`src/hw/rtl/lge_pkg.sv`:
```
// ----------------------------------------------------------------------------
// Life grid package
// Shared widths, register indexes, operation codes, rule counts, controller
// states and the command and status bundles between controller and datapath.
// ----------------------------------------------------------------------------
`timescale 1ns / 1ps

package lge_pkg;

   localparam int DEF_MAX_ROWS    = 64;
   localparam int DEF_MAX_COLUMNS = 64;

   localparam int CFG_WIDTH       = 7;
   localparam int OPERATION_WIDTH = 2;
   localparam int INDEX_WIDTH     = 6;
   localparam int CSR_INDEX_WIDTH = 1;

   localparam logic [CSR_INDEX_WIDTH-1:0] REG_GRID_HEIGHT = 1'd0;
   localparam logic [CSR_INDEX_WIDTH-1:0] REG_GRID_WIDTH  = 1'd1;

   localparam logic [CFG_WIDTH-1:0] GRID_HEIGHT_RESET = 7'd10;
   localparam logic [CFG_WIDTH-1:0] GRID_WIDTH_RESET  = 7'd20;

   localparam logic [OPERATION_WIDTH-1:0] OP_WRITE   = 2'd0;
   localparam logic [OPERATION_WIDTH-1:0] OP_READ    = 2'd1;
   localparam logic [OPERATION_WIDTH-1:0] OP_ADVANCE = 2'd2;

   // B3/S23: a live cell survives with two or three neighbors, a dead cell
   // is born with exactly three.
   localparam logic [3:0] SURVIVE_COUNT = 4'd2;
   localparam logic [3:0] BIRTH_COUNT   = 4'd3;

   typedef enum logic [2:0] {
      ST_CLEAR,
      ST_IDLE,
      ST_DISPATCH,
      ST_ACC_DATA,
      ST_ADV_FILL,
      ST_ADV_ROW,
      ST_RESPOND
   } ctrl_state_type;

   typedef struct packed {
      logic clear_write;
      logic capture_req;
      logic capture_status;
      logic acc_finish;
      logic adv_prime;
      logic adv_fill;
      logic adv_row;
      logic rsp_load;
   } ctrl_cmd_type;

   typedef struct packed {
      logic clear_done;
      logic op_write;
      logic op_read;
      logic op_advance;
      logic in_range;
      logic rows_zero;
      logic last_row;
      logic rsp_free;
   } ctrl_sts_type;

endpackage

```
`src/hw/rtl/lge_ctrl.sv`:
```
// ----------------------------------------------------------------------------
// Life grid controller
// Sequences the clearing pass, cell accesses, generation sweeps and responses.
// ----------------------------------------------------------------------------
`timescale 1ns / 1ps

module lge_ctrl (
   input  logic                  clock,
   input  logic                  reset,
   input  logic                  req_valid,
   output logic                  req_ready,
   output lge_pkg::ctrl_cmd_type cmd,
   input  lge_pkg::ctrl_sts_type sts
);
   import lge_pkg::*;

   ctrl_state_type state_ff;
   ctrl_state_type state_in;

   always_ff @(posedge clock) begin
      if (reset) begin
         state_ff <= ST_CLEAR;
      end else begin
         state_ff <= state_in;
      end
   end

   always_comb begin
      state_in  = state_ff;
      cmd       = '0;
      req_ready = 1'b0;
      unique case (state_ff)
         ST_CLEAR: begin
            cmd.clear_write = 1'b1;
            if (sts.clear_done) begin
               state_in = ST_IDLE;
            end
         end
         ST_IDLE: begin
            req_ready       = 1'b1;
            cmd.capture_req = req_valid;
            if (req_valid) begin
               state_in = ST_DISPATCH;
            end
         end
         ST_DISPATCH: begin
            cmd.capture_status = 1'b1;
            priority if (sts.op_write || sts.op_read) begin
               state_in = sts.in_range ? ST_ACC_DATA : ST_RESPOND;
            end else if (sts.op_advance && !sts.rows_zero) begin
               cmd.adv_prime = 1'b1;
               state_in      = ST_ADV_FILL;
            end else begin
               state_in = ST_RESPOND;
            end
         end
         ST_ACC_DATA: begin
            cmd.acc_finish = 1'b1;
            state_in       = ST_RESPOND;
         end
         ST_ADV_FILL: begin
            cmd.adv_fill = 1'b1;
            state_in     = ST_ADV_ROW;
         end
         ST_ADV_ROW: begin
            cmd.adv_row = 1'b1;
            if (sts.last_row) begin
               state_in = ST_RESPOND;
            end
         end
         ST_RESPOND: begin
            if (sts.rsp_free) begin
               cmd.rsp_load = 1'b1;
               state_in     = ST_IDLE;
            end
         end
         default: begin
            state_in = ST_IDLE;
         end
      endcase
   end

   a_single_writer: assert property (@(posedge clock) disable iff (reset)
      $onehot0({cmd.clear_write, cmd.acc_finish, cmd.adv_row}))
      else $error("more than one grid memory write source active");

   a_sweep_has_rows: assert property (@(posedge clock) disable iff (reset)
      (state_ff == ST_ADV_ROW) |-> !sts.rows_zero)
      else $error("generation sweep running on an empty grid");

   a_clear_ends_idle: assert property (@(posedge clock) disable iff (reset)
      (state_ff == ST_CLEAR && sts.clear_done) |=> (state_ff == ST_IDLE))
      else $error("clearing pass did not hand over to idle");

endmodule

```
`config.mk`:
```
export PLATFORM = sky130hd
export DESIGN_NAME = lge_ctrl
export DESIGN_NICKNAME = d
export VERILOG_FILES = /design/src/hw/rtl/lge_pkg.sv /design/src/hw/rtl/lge_ctrl.sv
export SDC_FILE = /design/constraint.sdc
export NUM_CORES = 1
export LEC_CHECK = 0
export ABC_AREA = 0
export BUFFER_PORTS_ARGS = -buffer_cell sky130_fd_sc_hd__clkbuf_2
export CAP_MARGIN = 20
export CORE_AREA = 2 2 39 41
export DETAILED_ROUTE_END_ITERATION = 8
export DIE_AREA = 0 0 41 43
export PLACE_DENSITY_LB_ADDON = 0.12
export SETUP_SLACK_MARGIN = 0.2
export SYNTH_ARGS = -nofsm -noshare
export SYNTH_HDL_FRONTEND = slang
export SYNTH_SLANG_ARGS = --single-unit
```
`constraint.sdc`:
```
create_clock -name clock -period 1.5 [get_ports clock]
set_input_delay 0.075 -clock clock [delete_from_list [all_inputs] [get_ports clock]]
set_output_delay 0.075 -clock clock [all_outputs]
set_load 0.01 [all_outputs]
```
==> results of run 1 <==
power groups by stage:
stage                     logic [mW]  registers, mW  clock network [mW]
final                          0.385          0.151               0.148
after global routing           0.435          0.155               0.157
after CTS                      0.356          0.144               0.152
after detailed placement       0.343          0.138                   0
after global placement         0.346          0.140                   0
after floorplan                0.262          0.129                   0
layer usage:
layer	wire length, µm	track usage (%)
met5	0	0
met4	18	8.000
met3	47	3.141
met2	344	14.06
met1	283	10.58
final timing paths:
kind,start,end,slack (ns),cells past startpoint
setup / recovery,state_ff[0],state_ff[0],0.27,4
hold / removal,reset,state_ff[1],0.04,2
hold reg to reg,state_ff[2],state_ff[2],0.62,2
setup reg to reg,state_ff[0],state_ff[0],0.27,4
layout by cell type, fill, tap and decap left out, types with 2 or more instances in the layout:
cell type / instances
nor2_1: 8
inv_1: 2
nand4bb_1: 2
clkbuf_4: 3
clkbuf_2: 19
nand2_1: 3
nor3b_1: 2
dfxtp_2: 3
through the flow:
stage / utilization [%] / total power, mW / setup slack (ns) / hold WS [ns] / instance area, µm²
global route: 31.92 / 0.7470 / 0.1763 / 0.05270 / 441.7
detailed placement: 27.94 / 0.4810 / 0.2592 / 0.3011 / 386.6
finish: 31.92 / 0.6840 / 0.2654 / 0.03984 / 441.7
floorplan: - / 0.3906 / 0.1945 / 0.1441 / 275.3
global placement: 27.94 / 0.4861 / 0.2645 / 0.2985 / 386.6
CTS: 30.65 / 0.6524 / 0.1831 / 0.03819 / 424.2
final cells by class:
class,count,share of cell area (%)
Timing Repair Buffer,21,25.78
Inverter,3,2.550
Tap cell,16,4.533
Sequential cell,3,14.45
Clock buffer,4,5.949
Multi-Input combinational cell,28,46.74
kinds of logic after synthesis:
family | count (synthesis)
mux | 1
flops | 3
simple gates | 21
buf+inv | 4
compound gates | 6
what timing repair did:
item                                    CTS  global route
gates resized for setup                   4             3
gates cloned                              0             0
endpoints found under the setup margin    3             4
buffers inserted                          0             1
pin swaps                                 0             2
==> results.yml, run 1 <==
worst_setup_path:
  worst_setup_path_end_kind: "flip-flop"
  slowest_stage: "dfxtp_2"
  critPathMaxFanout: 3
  worst_ep_required_time_ns: 1.61
  crit_path_start_kind: "flip-flop"
  max_stage_delay_ns: 0.33
  crit_chain: "mux2_4 -> o311a_4 -> o211ai_2 -> o31ai_2"
  cp.buffers_inverters: 0
  path_delay_family: "compound AO/OA/AOI/OAI gates"
  cp.arrival_ns: 1.35
  crit_type: "flip-flop to flip-flop"
final_layout:
  drive_above_1_share_pct: 57.63
  largest_reg_flops: 3
  diodes: 0
  fin_cells: 75
  multiInputGateArea_um2: 206.4
  max_flop_register: "state_ff"
  reg_top3: "state_ff x3"
  area_delta_synth_final_pct: 60.45
  fillers: 167
  final_nets: 71
  seq_area_um2: 63.81
synth:
  synthDistinctLibCells: 20
  synth.most_common_cell: "nor2_1"
  muxShareOfSynthArea_pct: 5.455
  ys.flop_type: "dfxtp_1"
  async_flop_share_pct: 0
  netlist_instances: 35
  synth-seq-cells: 3
  synth_area_um2: 275.3
  synth_top_area_cell: "dfxtp_1"
  synth.area.top_cells: "dfxtp_1 (22%), nor2_1 (11%), nand4bb_1 (8.2%), o311a_4 (7.7%), mux2_4 (5.5%)"
  yosys-top-cells-count: "nor2_1 (8), dfxtp_1 (3), nand2_1 (3)"
  synth-simple-area-share_pct: 40.91
  synth_top_area_share_pct: 21.82
  synth_edf_count: 0
  seq_area_frac_synth_pct: 21.82
  synth_top_family_by_area: "simple AND/OR/NAND/NOR gates"
  syn_nets: 46
  yosys_warnings: 0
  syn_area_per_cell_um2: 7.865
  synth_fa_ha_area_share_pct: 0
  synth-compound-area-share_pct: 23.64
  synth_xor_area_share_pct: 0
cts:
  htree_num_levels: 1
  cts_tree: "built"
  clock_sinks: 3
  cts_made_buffers: 3
  clkLatencyLatePin_ns: 0.24
  cts_buffer_depth: 2
  cts_hold_buf: 0
  clk_pin_slew_worst_paths_ns: 0.04
  root_buffer: "clkbuf_4"
grt:
  first_global_vias: 281
  antenna_found_initial: 0
  grt_first_pass_wirelength_um: 1076
  grt_overflow: 0
  grtUsageTotal_pct: 9.629
  grt_max_degree: 10
routing:
  wire_per_inst_um: 9.253
  via_per_inst: 4.440
  wl_um: 694
  drt_first_pass_iters: 1
  route.detailed.drc: 0
  ant_nets: 0
  via_count: 333
  drt_iter0_drc: 0
timing:
  relSlewSlack_pct: 76.61
  tns_ns: 0
  fmax_ghz: 0.8100
  skew_ns: 0.007938
  rsz0062_at_grt: "true"
  setup_viol: 0
  tightestPinTransition_ns: 0.3501
  finalCritPeriodShare_pct: 82.31
  finalCriticalPeriod_ns: 1.235
  hold_viol: 0
  maxSlewViolCount: 0
floorplan:
  fp.dieH_um: 43
  die_area_um2: 1763
  core_area_um2: 1384
  rows: 14
  pin_count: 20
  start_util_pct: 19.89
  die_w_um: 41
pwr:
  ir_drop_mv: 0.3913
  p_per_area_nw_per_um2: 1549
  p_switching_mw: 0.2729
  power.leakage_nw: 0.2088
  p_comb_share_pct: 56.3
  p_int_mw: 0.4111
  pwr-share-seq_pct: 22.1
  clkPwrFrac_pct: 21.7
  swShare_pct: 39.89
placement:
  placed_cells: 70
  dp_hpwl_um: 585.3
  port-buffer-count: 19
  routabilityCongestion: 0.6903
job:
  maxCapViolCount: 0
hold_path:
  hold_class: "primary input to flip-flop"
run_status:
  status: "finished, final reports clean"
Power figures use the tool's default switching activity.
==> run 2, diff against run 1 <==
==> constraint.sdc (replaced) <==
create_clock -name clock -period 1.1 [get_ports clock]
set_input_delay 0.055 -clock clock [delete_from_list [all_inputs] [get_ports clock]]
set_output_delay 0.055 -clock clock [all_outputs]
set_load 0.01 [all_outputs]
==> run 2 against run 1 <==
  * The run now ends with setup timing left
  * Register-to-register slack got worse by 0.40 ns
  * Combinational power increased by 110%
  * Count of clock-buffer cells in the layout unchanged
  * Sequential power increased by 30%
  * Flip-flop and latch count unchanged
  * Via count increased by 18%
  * Critical path depth increased by 2
  * First-iteration DRC count increased by 2
  * Total power increased by 78%
==> results.yml, run 2 (synthesis results as in run 1) <==
worst_setup_path:
  crit_path_start_kind: "flip-flop"
  crit_chain: "buf_6 -> buf_6 -> nor2_4 -> nand3_1 -> nor2_1 -> buf_2"
  crit_type: "flip-flop to output pin"
  slowest_stage: "dfxtp_2"
  worst_setup_path_end_kind: "output pin"
  worst_ep_required_time_ns: 1.04
  cp.arrival_ns: 1.22
  max_stage_delay_ns: 0.32
  critPathMaxFanout: 6
  path_common_cell: "buf_6"
floorplan:
  pin_count: 20
  core_area_um2: 1384
  die_w_um: 41
  rows: 14
  start_util_pct: 19.89
  fp.dieH_um: 43
  die_area_um2: 1763
final_layout:
  area_delta_synth_final_pct: 112.3
  diodes: 0
  seq_area_um2: 68.82
  reg_top3: "state_ff x3"
  largest_reg_flops: 3
  mostFrequentLayoutCells: "buf_4 (11), clkbuf_2 (10), buf_2 (9), nor2_1 (4)"
  fillers: 150
  mostFrequentLayoutCell: "buf_4"
  multiInputGateArea_um2: 241.5
  drive_above_1_share_pct: 77.46
  max_flop_register: "state_ff"
  final_nets: 83
cts:
  cts_made_buffers: 3
  cts_tree: "built"
  htree_num_levels: 1
  clkLatencyLatePin_ns: 0.24
  clk_pin_slew_worst_paths_ns: 0.04
  root_buffer: "clkbuf_4"
  clock_sinks: 3
  cts_buffer_depth: 2
placement:
  pre_cts_slack_ns: -0.1291
  routabilityCongestion: 0.7127
  port-buffer-count: 19
  dp_hpwl_um: 662.2
pwr:
  pwr-share-seq_pct: 16.2
  p_int_mw: 0.7421
  clkPwrFrac_pct: 16.5
  p_comb_share_pct: 67.3
  swShare_pct: 39.11
  p_switching_mw: 0.4767
  p_per_area_nw_per_um2: 2086
  ir_drop_mv: 0.7077
  power.leakage_nw: 0.2830
  finalPower_mw: 1.219
run_status:
  violations: "setup timing"
  status: "finished, violations left"
timing:
  finalCritPeriodShare_pct: 115.6
  maxSlewViolCount: 0
  fmax_ghz: 0.7866
  fin_ws_ns: -0.1713
  hold_viol: 0
  skew_ns: 0.001518
  relSlewSlack_pct: 83.09
  finalCriticalPeriod_ns: 1.271
  rsz0062_at_grt: "true"
  setup_viol: 10
  tightestPinTransition_ns: 0.2531
routing:
  drt_iter0_drc: 2
  via_per_inst: 4.517
  met1_length_um: 375
  wire_per_inst_um: 10.62
  wl_met3_um: 50
  ant_nets: 0
  dr_wl_met2_um: 476
  wl_um: 924
  route.detailed.drc: 0
  drt_first_pass_iters: 2
  top_layer_used: "met4"
  via_count: 393
grt:
  first_global_vias: 330
  grt_first_pass_wirelength_um: 1311
  antenna_found_initial: 0
  grtUsageTotal_pct: 11.04
  grt_overflow: 0
  grt_max_degree: 8
job:
  maxCapViolCount: 0
hold_path:
  hold_class: "primary input to flip-flop"
## run 2: cell types whose count changed in the layout (fill, tap and decap cells not counted), sizes merged
cell | before | now
clkbuf | 23 | 14
buf | 2 | 23
## run 2: power by group through the flow
stage	Clock, mW	Combinational, mW	Sequential, mW
finish	0.201	0.821	0.197
global route	0.215	0.887	0.204
global placement	0	0.569	0.188
detailed placement	0	0.570	0.189
floorplan	0	0.357	0.179
CTS	0.201	0.683	0.196
## run 2: area by class of cell
class / count / share of cell area [%]
Timing Repair Buffer: 33 / 36.19
Clock buffer: 4 / 4.497
Sequential cell: 3 / 11.78
Multi-Input combinational cell: 28 / 41.33
Inverter: 3 / 2.784
Tap cell: 16 / 3.426
## run 2: worst max-delay path, delay by kind of cell, from the launching register on
family | cells | cell delay [ns]
and+or+nand+nor | 3 | 0.25
DFF | 1 | 0.32
buffers and inverters | 3 | 0.38
## run 2: repair_timing
item,in CTS,in global routing
resized for setup,13,20
setup endpoints to repair,12,12
endpoints found under the hold margin,0,0
hold buffers,0,0
pin swaps,5,7
buffers inserted,4,2
## run 2: metrics by stage
stage	utilization, %	hold WS [ns]	std cells	cell area [µm²]	TNS [ns]
floorplan	-	0.1241	35	276.5	-0.3845
global placement	31.83	0.2831	77	440.4	-0.2064
detailed placement	31.83	0.2830	77	440.4	-0.2493
CTS	38.70	0.02519	85	535.5	-1.144
global route	42.22	0.03923	87	584.3	-1.547
finish	42.22	0.01589	87	584.3	-0.9472
## run 2: path summary, 6_finish.rpt
| check | start | to | slack, ns | depth (start not counted) |
|---|---|---|---|---|
| min | reset | state_ff[1] | 0.02 | 2 |
| max reg2reg | state_ff[0] | state_ff[1] | -0.13 | 4 |
| min reg2reg | state_ff[2] | state_ff[2] | 0.56 | 2 |
| max | state_ff[0] | cmd[3] | -0.17 | 6 |
## run 2: per-layer routing
metal,vias to the layer above,track usage [%]
met3,2,3.141
met1,178,12.22
met2,12,17.81
met5,-,0
li1,201,-
met4,0,6.000
